==> config.mk <==
export PLATFORM = sky130hd
export DESIGN_NAME = hctt_ram
export DESIGN_NICKNAME = d
export VERILOG_FILES = /design/src/hw/rtl/hctt_ram.sv
export SDC_FILE = /design/constraint.sdc
export NUM_CORES = 1
export LEC_CHECK = 0
export BUFFER_PORTS_ARGS = -buffer_cell sky130_fd_sc_hd__buf_2
export CAP_MARGIN = 20
export CORE_AREA = 2 2 110 112
export CTS_CLUSTER_DIAMETER = 150
export DETAILED_ROUTE_END_ITERATION = 6
export DIE_AREA = 0 0 112 114
export PLACE_DENSITY = 0.68
export SYNTH_ARGS = -nofsm -noshare
export SYNTH_HDL_FRONTEND = slang
export SYNTH_SLANG_ARGS = --single-unit
==> constraint.sdc <==
create_clock -name clk -period 2.6 [get_ports clk]
set_input_delay 0.52 -clock clk [delete_from_list [all_inputs] [get_ports clk]]
set_output_delay 0.52 -clock clk [all_outputs]
set_load 0.1 [all_outputs]
==> src/hw/rtl/hctt_ram.sv <==
// hctt_ram: generic single write port, single read port ram, registered read
// no dependencies

module hctt_ram #(
    parameter int WIDTH = 8,
    parameter int DEPTH = 16
) (
    input  logic                                 clk,
    input  logic                                 we,
    input  logic [(DEPTH > 1 ? $clog2(DEPTH) : 1)-1:0] waddr,
    input  logic [WIDTH-1:0]                     wdata,
    input  logic [(DEPTH > 1 ? $clog2(DEPTH) : 1)-1:0] raddr,
    output logic [WIDTH-1:0]                     rdata
);

    logic [WIDTH-1:0] mem [DEPTH];
    logic [WIDTH-1:0] rdata_reg;

    always_ff @(posedge clk)
    begin
        if (we)
        begin
            mem[waddr] <= wdata;
        end
        rdata_reg <= mem[raddr];
    end

    assign rdata = rdata_reg;

endmodule

* Word level (Yosys, flattened, before mapping)
Memory sizes are Yosys's and may differ from the RTL's. A register that Yosys moved wholly into a read port is not among the register bits.
Index checks and enable logic that the tools add are counted.
** Cells by class
- Mux-type cells :: 2
** Operator list (number)
- 2-to-1 mux 1 bit :: 2
** Storage, ports and cells
- Output and inout port bits :: 8
- Register bits after elaboration :: 0
- Memories kept :: 1
- Memory bits (writable) :: 128
- Bits of input ports :: 18
- Word-level logic and storage cells :: 3
** Memory list
- mem :: words 16, bits a word 8, read ports 1, clocked after Yosys merged registers in 1, wr ports 1, RTL line 16 : logic [WIDTH-1:0] mem [DEPTH];

* Logic depth before layout (Yosys ltp)
- Depth in word-level cells :: 2
- Gate-level depth with buffers :: 5
- Gate-level depth less buffers :: 3

* Worst setup path after synthesis
Ideal clock, no wire load.
- Path type :: in2reg
- Start :: input waddr[2] (netlist name)
- End :: memory mem[0][0] (enable)
- Library setup time :: 0.383 ns
- Cell stages on the path :: 2
- Buffers on the path :: 0
- Arrival :: 1.630 ns
- Data required time :: 2.217 ns
- Setup slack :: 0.587 ns
- Path through :: or3b_2 -> nor3_1
** RTL lines
- start: declaration :: RTL line 10 : input logic [(DEPTH > 1 ? $clog2(DEPTH) : 1)-1:0] waddr,
- end: declaration :: RTL line 16
Straight into the memory's write port.

* Final worst setup path
- Start :: register rdata_reg[7], in the netlist rdata[7], read port of mem
- End :: output rdata[7]
** RTL lines
- start: declaration :: RTL line 17 : logic [WIDTH-1:0] rdata_reg;
- end: declaration :: RTL line 13 : output logic [WIDTH-1:0] rdata
No word-level cell between the ends.

==> summary.md <==
| Metric | Value |
|---|---|
| Outcome | `complete, no violations` |
| Post-DR wirelength/cell | `21.91 um` |
| Synth warn | `0` |
| P&R area growth vs syn | `19.23%` |
| Adder-cell area share of the yosys netlist | `0%` |
| Leakage | `0.002090 uW` |
| Synthesis-stage register bit count | `136` |
| Worst-Skew Late Latency | `0.41 ns` |
| Cells after DPL | `410` |
| Synth unique cells | `19` |
| Footprint of the multi-input gates | `0.001057 mm^2` |
| Pin count of the biggest net entering global routing | `33` |
| Period utilization | `66.97%` |
| Total CTS buffers | `17` |
| Arrival time at the worst endpoint | `1.22 ns` |
| Max Clk Rate | `574.3 MHz` |
| Setup Skew | `0.007066 ns` |
| Synth Instances | `229` |
| Clock buffer depth | `2` |
| Hold Vio Cnt, Final | `0` |
| Fin util | `52.40%` |
| Final Worst Setup Slack | `0.8587 ns` |
| Worst VDD drop | `0.0005555 V` |
| Share of power burned in the clock network | `46.6%` |
| Predominant post-synthesis flop cell | `edfxtp_1` |
| Post-synth top area share | `74.67%` |
| Post-route DRC violation count | `0` |
| Mux cell area share after synthesis | `15.02%` |
| Tmin final | `1.741 ns` |
| Switching share of total power | `20.83%` |
| Height of the die | `114 um` |
| Avg Cell Area, Syn | `22.48 um^2` |
| Filler instances | `932` |
| Die area | `0.01277 mm^2` |
| Buffers on Ports | `25` |
| Post-Route Setup TNS | `0 ns` |
| P per Cell Area | `853.0 mW/mm^2` |
| Max-capacitance violation count | `0` |
| Core Area | `0.01171 mm^2` |
| Sequential share of power | `47.1%` |
| Relative slew slack | `53.21%` |
| Share of cells above drive strength 1 | `31.19%` |
| # IOs | `26` |
| Cell chosen for the clock root | `clkbuf_16` |
| Vias/cell | `5.468` |
| Post-DP HPWL | `6144 um` |
| Global-route wire length before repair | `15040 um` |
| Standard-cell rows | `40` |
| Cell Area, Synth | `0.005147 mm^2` |
| Antenna violations before repair | `0` |
| Starting Density | `43.95%` |
| Least-Margin Pin Slew | `0.6992 ns` |
| CTS clk-pin slew, worst paths | `0.06 ns` |
| Routed Antenna Nets | `0` |
| Top-count cell post-synth | `edfxtp_1` |
| All-layer global routing usage | `16.61%` |
| Critical path buffers and inverters | `1` |
| Startpoint types | `flip-flop` |
| Via count | `2417` |
| Finished Cell Area | `0.006137 mm^2` |
| GRT Residual Overflow | `0` |
| Final cell count without fillers | `442` |
| Post-cts sizing count | `0` |
| NetSw | `1091 uW` |
| Mapped Nets | `247` |
| Unrepaired setup endpoints after global routing | `no` |
| Req. time, crit path | `2.08 ns` |
| FF+latch area | `0.004004 mm^2` |
| Max Transition Viols Final | `0` |
| Final WL | `9685 um` |
| CTS tree | `yes` |
| Seq/Total Area, Yosys | `77.78%` |
| CP max FO | `1` |
| Synth Area in XOR/XNOR | `0%` |
| Ant diodes | `0` |
| Simple-gate portion of the synthesized area | `3.184%` |
| Main combinational cell family by area after synthesis | `multiplexers` |
| Ys async rst share | `0%` |
| Post-Place Cell Area | `0.005525 mm^2` |
| Crit-path cells | `buf_2` |
| Slowest-stage cell, CP | `buf_2` |
| Cts-stage hold buffer count | `0` |
| EDFF count, synth | `128` |
| Max reg flops | `128` |
| Synth area leaders | `edfxtp_1, mux4_2, mux4_1, dfxtp_1, a22oi_1` |
| Hold Path Class | `input port to flip-flop` |
| Synth cell count leaders | `edfxtp_1, mux4_2, a22oi_1` |
| Via count of the first global-routing pass | `2575` |
| WS Path Type | `flip-flop to output pin` |
| DRT Pass-1 Iters | `4` |
| Internal power consumption | `4144 uW` |
| Final setup viols | `0` |
| Die W | `112 um` |
| Pre-CTS setup slack | `0.5599 ns` |
| H-tree levels | `4` |
| Area leader, netlist | `edfxtp_1` |
| Comb pwr share | `6.3%` |
| Synth Area in Compound Gates | `2.333%` |
| CP peak stage delay | `0.45 ns` |
| CP top delay family | `buffers and inverters` |
| DR iter-0 viols | `165` |
| Setup bufs post-CTS | `0` |
| RD Place Congestion | `0.7502` |
| Clock Sinks | `136` |
| Post-layout nets | `300` |
| Type of destination of the critical path | `output pin` |
==> power groups by stage <==
stage,registers (uW),logic [uW],clock network (uW)
after floorplan,2610,124,0
after global placement,2510,327,0
after detailed placement,2510,332,0
after CTS,2470,334,2480
after global routing,2470,352,2570
final,2470,329,2440
==> logic make-up (layout without fill, tap and decap cells) <==
logic type             count (synthesis)  count (layout)
AND/OR/NAND/NOR                       35              35
multiplexers                          32              32
AO/OA/AOI/OAI                         16              16
flip-flops                           136             136
buffers and inverters                 10              76
==> metrics by stage <==
| stage | hold slack [ns] | total power [uW] |
|---|---|---|
| detailed placement | 0.6714 | 2844 |
| global placement | 0.6581 | 2837 |
| CTS | 0.4917 | 5279 |
| finish | 0.5016 | 5235 |
| floorplan | 0.6189 | 2738 |
| global route | 0.5021 | 5397 |
==> metal layers <==
layer | up-vias | global-route usage (%) | share of wire, %
li1 | 1077 | - | -
met1 | 1251 | 22.74 | 45
met2 | 75 | 25.70 | 48
met3 | 14 | 5.260 | 5.9
met4 | 0 | 5.610 | 1.3
met5 | - | 0 | 0
==> final timing paths <==
check,slack (ns),cells after the start,endpoint,startpoint
worst max-delay path,0.86,1,rdata[7],rdata[7]
worst min-delay path,0.50,1,mem[12][5],wdata[5]
worst max register to register,1.22,3,rdata[3],mem[5][3]
worst min register to register,0.68,3,rdata[2],mem[14][2]
==> cells in the final DEF, fill, tap and decap left out, types with 3 or more instances in the layout <==
cell | netlist | final
mux4_2 | 18 | 18
mux4_1 | 14 | 14
buf_4 | 1 | 18
clkinv_2 | 0 | 3
edfxtp_1 | 128 | 128
bufinv_16 | 0 | 4
nor3_1 | 4 | 4
buf_2 | 3 | 25
dfxtp_1 | 8 | 8
a22oi_1 | 16 | 16
nand2_1 | 9 | 9
clkbuf_16 | 0 | 17
nor2_1 | 13 | 13
clkinvlp_4 | 0 | 3
==> area by class of cell <==
type,instances,area share [%]
flip-flops and latches,136,65.24
well taps,147,2.997
clock buffers,19,7.054
clock inverters,13,2.915
multi-input cells,83,17.23
repair buffers,44,4.567
Power figures use the tool's default switching activity.
