<file path="config.mk">
export PLATFORM = sky130hd
export DESIGN_NAME = hctt_div
export DESIGN_NICKNAME = d
export VERILOG_FILES = /design/src/hw/rtl/hctt_pkg.sv /design/src/hw/rtl/hctt_div.sv
export SDC_FILE = /design/constraint.sdc
export NUM_CORES = 1
export LEC_CHECK = 0
export ABC_CLOCK_PERIOD_IN_PS = 8200
export BUFFER_PORTS_ARGS = -buffer_cell sky130_fd_sc_hd__buf_4
export CORE_MARGIN = 1.5
export CORE_UTILIZATION = 35
export CTS_CLUSTER_SIZE = 24
export DETAILED_ROUTE_END_ITERATION = 7
export HOLD_SLACK_MARGIN = 0.02
export SLEW_MARGIN = 20
export SYNTH_ARGS = -nofsm -noshare
export SYNTH_HDL_FRONTEND = slang
export SYNTH_SLANG_ARGS = --single-unit
</file>
<file path="constraint.sdc">
create_clock -name clk -period 8.2 [get_ports clk]
set_clock_uncertainty 0.15 [all_clocks]
set_input_delay 0.82 -clock clk [delete_from_list [all_inputs] [get_ports clk]]
set_output_delay 0.82 -clock clk [all_outputs]
set_load 0.01 [all_outputs]
</file>
<file path="src/hw/rtl/hctt_pkg.sv">
// hctt_pkg: shared constants, codes and types of the hashed trie child table
// no dependencies

package hctt_pkg;

    localparam int SLOTS_DEF            = 4096;
    localparam int MAX_ALPHABET_DEF     = 256;
    localparam int DSP1_WIDTH_DEF       = 4;
    localparam int OVERFLOW_ENTRIES_DEF = 64;

    localparam int N_W    = 13;
    localparam int ALP_W  = 9;
    localparam int PRIME_W = 21;
    localparam int MULT_W = 63;
    localparam int ROOT_W = 12;
    localparam int CFG_W  = 63;
    localparam int CFG_IDX_W = 3;
    localparam int ACT_W  = 2;
    localparam int NODE_W = 12;
    localparam int SYM_W  = 8;
    localparam int STAT_W = 3;
    localparam int PROD_W = 64;
    localparam int KEY_W  = 21;
    localparam int NBITS_W = 7;

    localparam logic [CFG_IDX_W-1:0] CFG_SLOTS  = 3'd0;
    localparam logic [CFG_IDX_W-1:0] CFG_ALP    = 3'd1;
    localparam logic [CFG_IDX_W-1:0] CFG_PRIME  = 3'd2;
    localparam logic [CFG_IDX_W-1:0] CFG_MULT   = 3'd3;
    localparam logic [CFG_IDX_W-1:0] CFG_ROOT   = 3'd4;

    localparam logic [N_W-1:0]     SLOTS_RST = 13'd4096;
    localparam logic [ALP_W-1:0]   ALP_RST   = 9'd256;
    localparam logic [PRIME_W-1:0] PRIME_RST = 21'd2097143;
    localparam logic [MULT_W-1:0]  MULT_RST  = 63'd8796130771106;
    localparam logic [ROOT_W-1:0]  ROOT_RST  = 12'd2048;

    localparam logic [ACT_W-1:0] ACT_FIND = 2'd0;

    localparam logic [STAT_W-1:0] ST_FOUND    = 3'd0;
    localparam logic [STAT_W-1:0] ST_INSERTED = 3'd1;
    localparam logic [STAT_W-1:0] ST_ABSENT   = 3'd2;
    localparam logic [STAT_W-1:0] ST_BAD_SYM  = 3'd3;
    localparam logic [STAT_W-1:0] ST_BAD_QUO  = 3'd4;
    localparam logic [STAT_W-1:0] ST_FULL     = 3'd5;
    localparam logic [STAT_W-1:0] ST_OV_FULL  = 3'd6;

    localparam logic [N_W-1:0] COUNT_MAX = 13'd8191;

    typedef struct packed {
        logic [PROD_W-1:0]  dividend;
        logic [PRIME_W-1:0] divisor;
        logic [NBITS_W-1:0] nbits;
    } div_req_t;

endpackage

</file>
<file path="src/hw/rtl/hctt_div.sv">
// hctt_div: shared restoring divider, one quotient bit per cycle
// depends on hctt_pkg

module hctt_div (
    input  logic                        clk,
    input  logic                        rst_n,
    input  logic                        go,
    input  hctt_pkg::div_req_t          req,
    output logic                        done,
    output logic [hctt_pkg::PROD_W-1:0] quotient,
    output logic [hctt_pkg::PRIME_W-1:0] remainder
);

    logic                          run_reg, run_next;
    logic                          done_reg, done_next;
    logic [hctt_pkg::NBITS_W-1:0]  cnt_reg, cnt_next;
    logic [hctt_pkg::PROD_W-1:0]   q_reg, q_next;
    logic [hctt_pkg::PRIME_W-1:0]  r_reg, r_next;
    logic [hctt_pkg::PRIME_W-1:0]  d_reg, d_next;
    logic [hctt_pkg::PRIME_W:0]    sh;
    logic [hctt_pkg::PRIME_W:0]    diff;
    logic                          ge;

    always_comb
    begin
        sh   = {r_reg, q_reg[hctt_pkg::PROD_W-1]};
        ge   = sh >= {1'b0, d_reg};
        diff = sh - {1'b0, d_reg};
        run_next  = run_reg;
        done_next = 1'b0;
        cnt_next  = cnt_reg;
        q_next    = q_reg;
        r_next    = r_reg;
        d_next    = d_reg;
        if (go)
        begin
            run_next = 1'b1;
            cnt_next = req.nbits;
            q_next   = req.dividend;
            r_next   = '0;
            d_next   = req.divisor;
        end
        else if (run_reg)
        begin
            q_next   = {q_reg[hctt_pkg::PROD_W-2:0], ge};
            r_next   = ge ? diff[hctt_pkg::PRIME_W-1:0] : sh[hctt_pkg::PRIME_W-1:0];
            cnt_next = cnt_reg - 1'b1;
            if (cnt_reg == hctt_pkg::NBITS_W'(1))
            begin
                run_next  = 1'b0;
                done_next = 1'b1;
            end
        end
    end

    always_ff @(posedge clk or negedge rst_n)
    begin
        if (!rst_n)
        begin
            run_reg  <= 1'b0;
            done_reg <= 1'b0;
            cnt_reg  <= '0;
        end
        else
        begin
            run_reg  <= run_next;
            done_reg <= done_next;
            cnt_reg  <= cnt_next;
        end
    end

    always_ff @(posedge clk)
    begin
        q_reg <= q_next;
        r_reg <= r_next;
        d_reg <= d_next;
    end

    assign done      = done_reg;
    assign quotient  = q_reg;
    assign remainder = r_reg;

endmodule

</file>
Yosys cells after proc, flatten, opt, wreduce, memory -nomap -nowiden --
Cells that the tools add are included.
Operators by class: add/subtract/negate cells 2, order comparisons 1, equal/unequal tests 1, mux-type cells 11, reductions and logical operators 1
Operators by type and width (number):
- $mux 64 | 2
- $ge 22x21->1 | 1
- $mux 21 | 1
- $sub 21x21->21 | 1
- $mux 7 | 2
- $eq 7x1->1 const B | 1
- $sub 7x1->7 const B | 1
- $mux 1 | 6
- $reduce_bool 2->1 | 1
Storage, ports and cells: register bits after elaboration 115, bits of input ports 95, output and inout port bits 86

Logic depth before layout (Yosys ltp) --
word-level depth 4, mapped depth 13

Worst setup path after synthesis --
No wires, ideal clock.
path kind in2reg, from input go, to register q_reg, in the netlist quotient[0] (enable), data arrival time 2.633 ns, data required time 7.632 ns, slack 4.999 ns, cell stages on the path 4, cells stage by stage clkbuf_1 -> nor2_1 -> clkbuf_1 -> inv_1
Between the ends: word-level cells in the longest chain between the ends 1
Ends and longest elaborated chain:
- start: declaration | line hctt_div.sv:7 | input logic go,
- $reduce_bool 2->1 (no source line)
- end signal: assignment | line hctt_div.sv:74 | q_reg <= q_next;
- end: declaration | line hctt_div.sv:17 | logic [hctt_pkg::PROD_W-1:0] q_reg, q_next;
Every way passes these cells. A chain may end at the register's enable or synchronous reset.

Worst setup path after layout --
from register q_reg, in the netlist quotient[63], to register r_reg, in the netlist remainder[3]
Between the ends: word-level cells in the longest chain between the ends 2
Ends and longest elaborated chain:
- $sub 21x21->21 / $ge 22x21->1 (equally long branches) | line hctt_div.sv:28, hctt_div.sv:27
- $mux 21 * | line hctt_div.sv:46 | r_next = ge ? diff[hctt_pkg::PRIME_W-1:0] : sh[hctt_pkg::PRIME_W-1:0];
- end signal: assignment | line hctt_div.sv:75 | r_reg <= r_next;
- end: declaration | line hctt_div.sv:18 | logic [hctt_pkg::PRIME_W-1:0] r_reg, r_next;
Every way passes the cells marked *; elsewhere a longest branch is shown, timed or not.

==> impl_metrics.ini <==
[hold_path]
min_path_type = in2async

[clock_tree]
tritoncts = done
cts_root_buffer = clkbuf_16
cts_buffers = 17
clkSlewWorstSetupHoldPaths_ns = 0.06
hold_buffers = 0
cts_max_level = 4
cts_resized = 0
cts_num_sinks = 115
post_cts_buffers = 0
clk_latency_ns = 0.42
cts_buffer_depth = 2

[layout]
design_area_um2 = 8090
drive_above_1_share = 0.421
syn2layout_area_growth_pct = 35.2
largest_register_ffs = 64
diodes = 0
fin_nets = 793
postLayoutCoreUtil = 0.486
fin_cells = 907

[yosys]
ys_seq_area_frac = 0.534
synthTopCellsByArea = edfxtp_1 43%, mux2_2 12%, dfxtp_1 7.0%
netlist_area_um2 = 5990
ys.warnings.count = 0
synthArstFlopShare = 0.0783
synth_edf_count = 85
synth.most_common_cell = edfxtp_1
syn_avg_cell_area_um2 = 12.0
synthDistinctLibCells = 57
synth_fp_nets = 616
synth_seq_cells = 115
synth_top_area_frac = 0.426
synth_cells = 497
yosys.area.top_type = edfxtp_1
synth_commonest_cells = 85 x edfxtp_1, 63 x mux2_2, 31 x inv_1, 29 x o21ai_0, 28 x nand2_1
synthFlopType = edfxtp_1

[grt]
antenna_found_initial = 0
gr-total-overflow = 0
grt.busiest_layer = met2
track_usage = 0.178
use_met1 = 0.209
grt_pass1_wl_um = 24400
use_met2 = 0.289
grt_pass1_vias = 4675
grt_start_max_net_pins = 77
grt_util_met3 = 0.0828

[floorplanning]
core_um2 = 16600
die_width_um = 134
die_h_um = 134
ioPinCount = 181
initial_core_util = 0.360
die_area_um2 = 17900
rows = 47

[setup_path]
cp-start-kind = register
crit_arrival_ns = 3.53
worstSetupPathType = reg2reg
cp_data_required_time_ns = 8.30
path_max_fanout = 20
end_kind = register

[detailed_routing]
drtIter0Drc = 225
via_per_inst = 5.02
wl_per_cell_um = 17.1
ant_nets = 0
drt-total-wl_um = 15500
via_count = 4549
drc = 0
drt-pass1-iter-count = 5

[sta]
grt_setup_unrepaired = no
timing.hold.ws_ns = 0.0591
fmax_ghz = 0.292
relSlewSlack = 0.373
slew_violations = 0
finalHoldViolCount = 0
tightestPinTransition_ns = 0.941
fin_crit_ns = 3.42
fin_crit_sh = 0.418
setup_violations = 0
setup_tns_ns = 0

[pwr]
leakagePower_nw = 3.54
power_density_nw_per_um2 = 215
vdd_drop_max_mv = 0.145

[placed_design]
numPortBuffers = 180
place_congestion = 0.844
dp_hpwl_um = 11100
placed_area_um2 = 7510
dp.cells = 875

[run_status]
status = completed

[flow_run]
max_cap_violations = 0
## cells in the final DEF, fill, tap and decap left out, drive strengths merged, types with 2 or more instances in the layout
master and instances:
dfxtp 21, o31ai 5, nand2 28, a311oi 3, nor2b 3, edfxtp 85, ha 23, xor2 9
a21o 7, nand2b 3, clkbuf 18, buf 185, nor3 5, a21oi 21, o21bai 2, a31oi 4
nand3 7, bufinv 2, mux2 63, nand3b 3, a32oi 6, inv 36, xnor2 11, nor2 27
o211ai 2, o21a 5, nand4 4, dfrtp 9, clkinv 6, mux2i 12, nor4 4, o21ai 32
and3 4, a211oi 12, a21boi 3, a2111oi 2, a22oi 2
## per-layer routing
layer / routed length [um] / part of all wire / vias up
met2: 7460 / 0.48 / 181
met3: 1540 / 0.099 / 11
met1: 6290 / 0.40 / 2144
met4: 240 / 0.015 / 0
li1: - / - / 2213
met5: 0 / 0 / -
## critical path, cell delays in order (launching register included)
cell and delay (ns):
edfxtp_1 0.41, inv_1 0.08, ha_1 0.16, inv_1 0.06, fa_1 0.43, a211oi_2 0.29, o21bai_1 0.15, a211oi_2 0.24
o21ai_1 0.11, a21oi_2 0.48, buf_4 0.39, mux2i_1 0.22, a211oi_1 0.08
## cells by family (layout without fill, tap and decap cells)
kind of cell    Yosys count  count (layout)  synth area share
compound gates          112             112             0.131
mux                      75              75             0.139
flops                   115             115             0.534
fa+ha+maj                24              24            0.0514
xor+xnor                 20              20            0.0293
buf+inv                  58             248            0.0428
simple gates             93              93            0.0733
## through the flow
step | power (W) | setup WS (ns)
5_1_grt | 0.00182 | 4.53
3_5_place_dp | 0.00101 | 4.79
3_3_place_gp | 0.00101 | 4.90
2_1_floorplan | 0.000879 | 5.00
6_report | 0.00174 | 4.78
4_1_cts | 0.00176 | 4.78
## power by group
part,leakage (nW),internal (W),switching (W)
registers,1.16,0.000689,0.0000339
logic,2.10,0.000149,0.000129
clock network,0.286,0.000451,0.000288
total,3.54,0.00129,0.000451
## final timing paths
check / start / depth (start not counted) / slack, ns / endpoint
setup / recovery: quotient[63]$_DFFE_PP_ / 12 / 4.78 / remainder[3]$_SDFFE_PP0P_
hold / removal: rst_n / 1 / 0.06 / cnt_reg[3]$_DFFE_PN0P_
setup reg to reg: quotient[63]$_DFFE_PP_ / 12 / 4.78 / remainder[3]$_SDFFE_PP0P_
hold reg to reg: remainder[7]$_SDFFE_PP0P_ / 2 / 0.36 / remainder[7]$_SDFFE_PP0P_
max in group asynchronous: rst_n / 1 / 7.70 / run_reg$_DFF_PN0_
min in group clk: remainder[7]$_SDFFE_PP0P_ / 2 / 0.36 / remainder[7]$_SDFFE_PP0P_
## layout make-up
class / count / area [um^2]
Fill cell: 1500 / 8550
Sequential cell: 115 / 3200
Multi-Input combinational cell: 324 / 2530
Timing Repair Buffer: 185 / 1390
Clock buffer: 18 / 429
Tap cell: 220 / 275
Clock inverter: 14 / 153
Inverter: 31 / 116
Note: power is estimated with default switching activity, not from simulation.
